--- src/hdl/mec_pkg.sv ---
// Package for the median / moving-average distance filter.
// Holds the window and queue sizes, derived widths and the queue entry types.
// No dependencies.
package mec_pkg;

	// Sample window length and the widths that follow from it.
	localparam int WINDOW_SIZE = 5;
	localparam int SLOT_W      = $clog2(WINDOW_SIZE);
	localparam int RANK_W      = $clog2(WINDOW_SIZE);
	localparam logic [RANK_W-1:0] MID_RANK = RANK_W'(WINDOW_SIZE / 2);

	// Fixed field widths.
	localparam int DATA_W = 16;
	localparam int FRAC_W = 16;
	localparam int AVG_W  = DATA_W + FRAC_W;
	localparam int PROD_W = 2 * DATA_W;
	localparam int SUM_W  = AVG_W + FRAC_W + 1;

	// Reset weight of the new median, 0.15 in Q0.16.
	localparam logic [DATA_W-1:0] EMA_WEIGHT_RESET = 16'd9830;

	// Queue between the front and back ends.
	localparam int Q_DEPTH = 4;
	localparam int QPTR_W  = $clog2(Q_DEPTH);
	localparam int QCNT_W  = $clog2(Q_DEPTH + 1);

	// One classified word: raw sample while warming, else the window median.
	typedef struct packed {
		logic              warm;
		logic [DATA_W-1:0] value;
	} mec_entry_t;

	// Head of the queue as seen by the back end.
	typedef struct packed {
		logic       valid;
		mec_entry_t entry;
	} mec_qhead_t;

endpackage

--- src/hdl/mec_front.sv ---
// Front end: accepts samples, keeps the sample ring and classifies each word.
// Pushes the raw sample or the window median into the queue. Uses mec_pkg.
module mec_front import mec_pkg::*; (
	input  logic              clk,
	input  logic              arst_n,
	input  logic              in_valid,
	output logic              in_ready,
	input  logic [DATA_W-1:0] sample_distance,
	input  logic [QCNT_W-1:0] q_count,
	output logic              push,
	output mec_entry_t        push_entry
);

	logic [DATA_W-1:0] ring_q [WINDOW_SIZE];
	logic [SLOT_W-1:0] slot_q;
	logic              full_q;
	logic              valid_s1;
	logic              warm_s1;
	logic [DATA_W-1:0] raw_s1;
	logic              accept;
	logic              last_slot;
	logic [QCNT_W-1:0] q_level;
	logic [DATA_W-1:0] median;
	logic [RANK_W-1:0] rank;

	// Room is counted for the word already in the classify stage.
	assign q_level  = q_count + QCNT_W'(valid_s1);
	assign in_ready = (q_level < QCNT_W'(Q_DEPTH));
	assign accept   = in_valid && in_ready;
	assign last_slot = (slot_q == SLOT_W'(WINDOW_SIZE - 1));

	// Control state: ring position, fill flag and the classify stage valid.
	always_ff @(posedge clk or negedge arst_n) begin
		if (!arst_n) begin
			slot_q   <= '0;
			full_q   <= 1'b0;
			valid_s1 <= 1'b0;
		end else begin
			valid_s1 <= accept;
			if (accept) begin
				if (last_slot) begin
					slot_q <= '0;
					full_q <= 1'b1;
				end else begin
					slot_q <= slot_q + 1'b1;
				end
			end
		end
	end

	// Ring write and the stage payload.
	always_ff @(posedge clk) begin
		if (accept) begin
			ring_q[slot_q] <= sample_distance;
			raw_s1         <= sample_distance;
			warm_s1        <= !(full_q || last_slot);
		end
	end

	// Median by rank: each entry counts the entries that sort before it,
	// ties broken by position, and the one of middle rank is picked.
	// The ring registers hold exactly the window of the word in the stage.
	always_comb begin
		median = '0;
		rank   = '0;
		for (int i = 0; i < WINDOW_SIZE; i++) begin
			rank = '0;
			for (int j = 0; j < WINDOW_SIZE; j++) begin
				if (j != i) begin
					if ((ring_q[j] < ring_q[i]) || ((ring_q[j] == ring_q[i]) && (j < i))) begin
						rank = rank + 1'b1;
					end
				end
			end
			if (rank == MID_RANK) begin
				median = ring_q[i];
			end
		end
	end

	assign push             = valid_s1;
	assign push_entry.warm  = warm_s1;
	assign push_entry.value = warm_s1 ? raw_s1 : median;

`ifndef SYNTH
	a_accept_stages: assert property (@(posedge clk) disable iff (!arst_n)
		accept |=> valid_s1)
		else $error("accepted word did not reach the classify stage");
	a_full_sticky: assert property (@(posedge clk) disable iff (!arst_n)
		!$fell(full_q))
		else $error("window full flag cleared after filling");
`endif

endmodule

--- src/hdl/mec_queue.sv ---
// Short queue between the front and back ends of the distance filter.
// Register array with head and tail pointers and a fill count. Uses mec_pkg.
module mec_queue import mec_pkg::*; (
	input  logic              clk,
	input  logic              arst_n,
	input  logic              push,
	input  mec_entry_t        push_entry,
	input  logic              pop,
	output mec_qhead_t        head,
	output logic [QCNT_W-1:0] count
);

	mec_entry_t        mem_q [Q_DEPTH];
	logic [QPTR_W-1:0] wr_ptr_q;
	logic [QPTR_W-1:0] rd_ptr_q;
	logic [QCNT_W-1:0] count_q;

	// Pointer and count update.
	always_ff @(posedge clk or negedge arst_n) begin
		if (!arst_n) begin
			wr_ptr_q <= '0;
			rd_ptr_q <= '0;
			count_q  <= '0;
		end else begin
			if (push) begin
				wr_ptr_q <= wr_ptr_q + 1'b1;
			end
			if (pop) begin
				rd_ptr_q <= rd_ptr_q + 1'b1;
			end
			if (push && !pop) begin
				count_q <= count_q + 1'b1;
			end else if (pop && !push) begin
				count_q <= count_q - 1'b1;
			end
		end
	end

	// Entry storage.
	always_ff @(posedge clk) begin
		if (push) begin
			mem_q[wr_ptr_q] <= push_entry;
		end
	end

	assign head.valid = (count_q != '0);
	assign head.entry = mem_q[rd_ptr_q];
	assign count      = count_q;

`ifndef SYNTH
	a_no_overflow: assert property (@(posedge clk) disable iff (!arst_n)
		count_q <= QCNT_W'(Q_DEPTH))
		else $error("queue count beyond depth");
	a_push_room: assert property (@(posedge clk) disable iff (!arst_n)
		(push && !pop) |-> (count_q < QCNT_W'(Q_DEPTH)))
		else $error("push into a full queue");
	a_pop_nonempty: assert property (@(posedge clk) disable iff (!arst_n)
		pop |-> (count_q != '0))
		else $error("pop from an empty queue");
`endif

endmodule

--- src/hdl/mec_back.sv ---
// Back end: weight product, moving-average update and the output register.
// Holds the weight register and the Q16.16 average. Uses mec_pkg.
module mec_back import mec_pkg::*; (
	input  logic              clk,
	input  logic              arst_n,
	input  logic              cfg_wr_en,
	input  logic [DATA_W-1:0] cfg_wr_data,
	input  mec_qhead_t        head,
	output logic              pop,
	output logic              out_valid,
	input  logic              out_ready,
	output logic [DATA_W-1:0] smoothed_distance,
	output logic              warming_up
);

	logic [DATA_W-1:0] weight_q;
	logic [AVG_W-1:0]  avg_q;
	logic              seeded_q;
	logic              valid_s1;
	logic              valid_s2;
	logic              valid_s3;
	logic              warm_s1;
	logic              warm_s2;
	logic              warm_s3;
	logic [DATA_W-1:0] value_s1;
	logic [DATA_W-1:0] value_s2;
	logic [PROD_W-1:0] product_s1;
	logic [DATA_W-1:0] filt_s3;
	logic              adv;
	logic [DATA_W:0]   inv_weight;
	logic [SUM_W-1:0]  keep_prod;
	logic [SUM_W-1:0]  sum;
	logic [AVG_W-1:0]  next_avg;
	logic [AVG_W:0]    round_sum;
	logic [DATA_W-1:0] rounded;

	// The pipe moves whenever the output register is free or being taken.
	assign adv = !valid_s3 || out_ready;
	assign pop = adv && head.valid;

	// Average update: (w*M<<16 + (1-w)*A + half) >> 16, kept to 32 bits.
	assign inv_weight = (DATA_W + 1)'(1 << FRAC_W) - {1'b0, weight_q};
	assign keep_prod  = {{(SUM_W - DATA_W - 1){1'b0}}, inv_weight}
		* {{(SUM_W - AVG_W){1'b0}}, avg_q};
	assign sum = {1'b0, product_s1, {FRAC_W{1'b0}}}
		+ keep_prod
		+ SUM_W'(1 << (FRAC_W - 1));
	assign next_avg = sum[AVG_W+FRAC_W-1:FRAC_W];

	// Output rounding of the average, saturated to the field range.
	assign round_sum = {1'b0, avg_q} + (AVG_W + 1)'(1 << (FRAC_W - 1));
	assign rounded = round_sum[AVG_W] ? '1 : round_sum[AVG_W-1:FRAC_W];

	// Control state, weight and the average.
	always_ff @(posedge clk or negedge arst_n) begin
		if (!arst_n) begin
			weight_q <= EMA_WEIGHT_RESET;
			avg_q    <= '0;
			seeded_q <= 1'b0;
			valid_s1 <= 1'b0;
			valid_s2 <= 1'b0;
			valid_s3 <= 1'b0;
		end else begin
			if (cfg_wr_en) begin
				weight_q <= cfg_wr_data;
			end
			if (adv) begin
				valid_s1 <= head.valid;
				valid_s2 <= valid_s1;
				valid_s3 <= valid_s2;
				// The first median seeds the average, which then equals it exactly.
				if (valid_s1 && !warm_s1) begin
					avg_q    <= seeded_q ? next_avg : {value_s1, {FRAC_W{1'b0}}};
					seeded_q <= 1'b1;
				end
			end
		end
	end

	// Stage payload.
	always_ff @(posedge clk) begin
		if (adv) begin
			warm_s1    <= head.entry.warm;
			value_s1   <= head.entry.value;
			product_s1 <= weight_q * head.entry.value;
			warm_s2    <= warm_s1;
			value_s2   <= value_s1;
			warm_s3    <= warm_s2;
			filt_s3    <= warm_s2 ? value_s2 : rounded;
		end
	end

	assign out_valid         = valid_s3;
	assign smoothed_distance = filt_s3;
	assign warming_up        = warm_s3;

`ifndef SYNTH
	a_seed_sticky: assert property (@(posedge clk) disable iff (!arst_n)
		!$fell(seeded_q))
		else $error("average seed flag cleared");
	a_seeded_before_use: assert property (@(posedge clk) disable iff (!arst_n)
		(valid_s2 && !warm_s2) |-> seeded_q)
		else $error("average used before it was seeded");
`endif

endmodule

--- src/hdl/median_ema_cascade_filter.sv ---
// Top level of the median-of-window / moving-average distance filter.
// Connects mec_front, mec_queue and mec_back. Uses mec_pkg.
//
//   channel | direction | handshake            | payload
//   --------+-----------+----------------------+----------------------------------
//   input   | in        | in_valid / in_ready  | sample_distance
//   output  | out       | out_valid / out_ready| smoothed_distance, warming_up
//   config  | in        | cfg_wr_en            | cfg_wr_data (ema_weight)
//
// One word is accepted per cycle while in_ready is high; each result passes through
// one classify stage, the queue and three back-end stages. The average update is
// one multiply-add per cycle while the back-end pipe advances.
// Reset clears the ring position, fill flag, average, seed flag and queue; the
// weight returns to 0.15. in_ready drops once the queue and the classify stage
// together hold four words, so a stalled output still fills the four-entry queue.
module median_ema_cascade_filter import mec_pkg::*; (
	input  logic              clk,
	input  logic              arst_n,
	input  logic              in_valid,
	output logic              in_ready,
	input  logic [DATA_W-1:0] sample_distance,
	output logic              out_valid,
	input  logic              out_ready,
	output logic [DATA_W-1:0] smoothed_distance,
	output logic              warming_up,
	input  logic              cfg_wr_en,
	input  logic [DATA_W-1:0] cfg_wr_data
);

	logic              push;
	mec_entry_t        push_entry;
	logic              pop;
	mec_qhead_t        head;
	logic [QCNT_W-1:0] q_count;

	mec_front u_front (
		.clk             (clk),
		.arst_n          (arst_n),
		.in_valid        (in_valid),
		.in_ready        (in_ready),
		.sample_distance (sample_distance),
		.q_count         (q_count),
		.push            (push),
		.push_entry      (push_entry)
	);

	mec_queue u_queue (
		.clk        (clk),
		.arst_n     (arst_n),
		.push       (push),
		.push_entry (push_entry),
		.pop        (pop),
		.head       (head),
		.count      (q_count)
	);

	mec_back u_back (
		.clk               (clk),
		.arst_n            (arst_n),
		.cfg_wr_en         (cfg_wr_en),
		.cfg_wr_data       (cfg_wr_data),
		.head              (head),
		.pop               (pop),
		.out_valid         (out_valid),
		.out_ready         (out_ready),
		.smoothed_distance (smoothed_distance),
		.warming_up        (warming_up)
	);

endmodule
--- config.mk ---
export PLATFORM = sky130hd
export DESIGN_NAME = median_ema_cascade_filter
export DESIGN_NICKNAME = d
export VERILOG_FILES = /design/src/hdl/mec_pkg.sv /design/src/hdl/mec_front.sv /design/src/hdl/mec_queue.sv /design/src/hdl/mec_back.sv /design/src/hdl/median_ema_cascade_filter.sv
export SDC_FILE = /design/constraint.sdc
export NUM_CORES = 2
export LEC_CHECK = 0
export BUFFER_PORTS_ARGS = -buffer_cell sky130_fd_sc_hd__buf_2
export CORE_UTILIZATION = 70
export DETAILED_ROUTE_END_ITERATION = 6
export GPL_ROUTABILITY_DRIVEN = 0
export GPL_TIMING_DRIVEN = 0
export PLACE_DENSITY = 0.93
export SYNTH_ARGS = -nofsm -noshare
export SYNTH_HDL_FRONTEND = slang
export SYNTH_HIERARCHICAL = 1
export SYNTH_SLANG_ARGS = --single-unit
--- constraint.sdc ---
create_clock -name clk -period 15.4 [get_ports clk]
set_clock_uncertainty 0.15 [all_clocks]
set_input_delay 0.77 -clock clk [delete_from_list [all_inputs] [get_ports clk]]
set_output_delay 0.77 -clock clk [all_outputs]
set_load 0.02 [all_outputs]
==> flow_metrics.env <==
export IMPL_drt_iter0_drc=4736
export IMPL_met2_wirelength_um=57900
export IMPL_yosys_top_cells_area="fa_1 (32%), edfxtp_1 (17%), ha_1 (12%)"
export IMPL_cpMaxStageDelayCell="xor2_1"
export IMPL_die_x_um=249
export IMPL_post_cts_resized=0
export IMPL_finalHoldViolCount=0
export IMPL_final_common_cell="inv_1"
export IMPL_wl_met3_um=18100
export IMPL_vias=34700
export IMPL_hold_slack_ns=0.200
export IMPL_synth_cell_types=88
export IMPL_rsz0062_at_grt="no"
export IMPL_synth_area_leader_cell="fa_1"
export IMPL_slew_limit_headroom=0.139
export IMPL_die_h_um=249
export IMPL_core_area_um2=60400
export IMPL_drt_met1_wl_um=39000
export IMPL_violations="DRC"
export IMPL_hold_buffers=0
export IMPL_cp_arrival_ns=11.22
export IMPL_start_kind="register"
export IMPL_dpl_hpwl_um=96000
export IMPL_synth_main_ff_cell="edfxtp_1"
export IMPL_fin_setup_tns_ns=0
export IMPL_drc=86
export IMPL_yosysSeqAreaShare=0.212
export IMPL_finalWirelength_um=129000
export IMPL_drt_first_pass_iters=7
export IMPL_cts_tree="built"
export IMPL_synth_edf_count=248
export IMPL_required_ns=15.74
export IMPL_layout_drive_gt1_share=0.0505
export IMPL_initial_utilization=0.707
export IMPL_mostFrequentLayoutCells="inv_1 (976), fa_1 (674), nand2_1 (635)"
export IMPL_fin_crit_sh=0.707
export IMPL_cts_htree_levels=2
export IMPL_setup_violations_final=0
export IMPL_clkSlewWorstSetupHoldPaths_ns=0.07
export IMPL_grt_overflow_total=0
export IMPL_rows=90
export IMPL_status="finished with violations"
export IMPL_wl_per_cell_um=24.5
export IMPL_numPortBuffers=54
export IMPL_slew_violations=0
export IMPL_numCtsBuffers=34
export IMPL_crit_top_cell="fa_1"
export IMPL_dp_cells=5216
export IMPL_ys_ff_latch=312
export IMPL_fin_nets=5587
export IMPL_clock_sinks=312
export IMPL_gr_usage_all_layers=0.435
export IMPL_syn_avg_cell_area_um2=9.77
export IMPL_max_stage_delay_ns=0.69
export IMPL_tightest_slew_ns=1.28
export IMPL_async_flop_share=0.205
export IMPL_synthesis_area_um2=42700
export IMPL_crit_type="reg -> reg"
export IMPL_synthCells=4369
export IMPL_io_pins=56
export IMPL_routed_top_layer="met4"
export IMPL_dieArea_um2=62000
export IMPL_worstHoldPathType="in -> async"
export IMPL_min_period_ns=10.88
export IMPL_critical_path_max_fanout=10
export IMPL_dpl_worst_slack_ns=5.04
export IMPL_antenna_found_initial=2
export IMPL_grt_pass1_vias=37800
export IMPL_stdcell_count=5279
export IMPL_drv_cap=0
export IMPL_grt_max_degree=65
export IMPL_clock_root_buffer="clkbuf_16"
export IMPL_endpoint_kind="register"
export IMPL_area_growth_pct=5.93
export IMPL_grt_first_pass_wirelength_um=205000
export IMPL_avgViaCountPerCell=6.57
export IMPL_antenna_left=0
export IMPL_finalWorstSetupSlack_ns=4.52
export IMPL_clk_latency_ns=0.57
export IMPL_netlist_area_leader_share=0.316
export IMPL_ys_warn_count=6
export IMPL_cts_buffer_depth=3
export IMPL_cts_setup_buffers=0
export IMPL_max_freq_mhz=91.9
export IMPL_synthesis_nets=5486
-- worst max-delay path, delay by kind of cell, from the launching register on --
family                   cells  cell delay (ns)
XOR/XNOR                     1             0.69
flip-flops                   1             0.37
buffers and inverters        5             0.93
adder cells (fa/ha/maj)      7             3.67
AO/OA/AOI/OAI                6             2.43
AND/OR/NAND/NOR              9             2.58
-- cells by family after synthesis --
kind of cell / Yosys count / share of synthesized area
xor gates and xnor gates: 102 / 0.0213
and+or+nand+nor: 1223 / 0.141
DFF: 312 / 0.212
AOI/OAI and AO/OA: 432 / 0.0680
adders and majority gates: 1080 / 0.435
buffers and inverters: 1175 / 0.106
muxes: 45 / 0.0172
-- Yosys cell counts, types with 9 or more instances --
cell type	instances
a2111oi_1	10
a21o_1	35
a21oi_1	145
a31oi_1	13
and2_1	272
and3_1	46
buf_1	10
clkbuf_1	171
dfrtp_1	57
edfxtp_1	248
fa_1	674
ha_1	406
inv_1	976
mux2_2	19
mux4_1	9
mux4_2	9
nand2_1	635
nand2b_1	10
nand3_1	52
nand4_1	39
nor2_1	43
nor2b_1	28
nor3_1	20
nor3_2	10
nor4_1	14
o21a_1	14
o21ai_0	77
o21bai_1	15
o22ai_1	10
o22ai_2	10
o311ai_0	17
or3_1	12
xnor2_1	65
xor2_1	35
-- cell type report --
class | count | area, um^2
multi-input cells | 2882 | 29200
fillers | 3412 | 15100
flip-flops and latches | 312 | 9060
inverters | 976 | 3660
well taps | 782 | 978
clock buffers | 39 | 901
plain buffers | 199 | 846
repair buffers | 65 | 375
clock inverters | 23 | 235
diodes | 1 | 2.50
-- sequential cells by signal, indices dropped and copies added (netlist names), 2 cells and up --
register                  cells
u_front/slot_q                3
u_back/weight_q              16
u_back/avg_q                 32
u_queue/wr_ptr_q              2
u_queue/rd_ptr_q              2
u_back/product_s1            32
u_queue/count                 3
u_front/ring_q               80
u_back/value_s2              16
u_front/raw_s1               16
u_back/value_s1              16
u_queue/mem_q                68
u_back/smoothed_distance     16
-- final timing paths --
path / from / to / slack, ns / cells past startpoint
max reg2reg: u_back/weight_q[5] / u_back/avg_q[28] / 4.52 / 28
max: u_back/weight_q[5] / u_back/avg_q[28] / 4.52 / 28
min in group clk: cfg_wr_data[15] / u_back/weight_q[15] / 0.29 / 2
min: arst_n / u_back/avg_q[15] / 0.20 / 1
max in group asynchronous: arst_n / u_back/weight_q[11] / 14.29 / 1
min reg2reg: u_back/value_s1[1] / u_back/value_s2[1] / 0.30 / 0
-- routing by layer --
layer | track usage | vias to the layer above
li1 | - | 13900
met1 | 0.494 | 16500
met2 | 0.671 | 3213
met3 | 0.124 | 1057
met4 | 0.395 | 0
met5 | 0 | -
-- through the flow --
stage / util / cell area [um^2]
5_1_grt: 0.749 / 45200
2_1_floorplan: - / 42700
3_5_place_dp: 0.730 / 44100
4_1_cts: 0.749 / 45200
6_report: 0.749 / 45200
3_3_place_gp: 0.728 / 43900
Power is not shown: default switching activity piles up to over one toggle a cycle in this logic, so the estimate is an artifact.
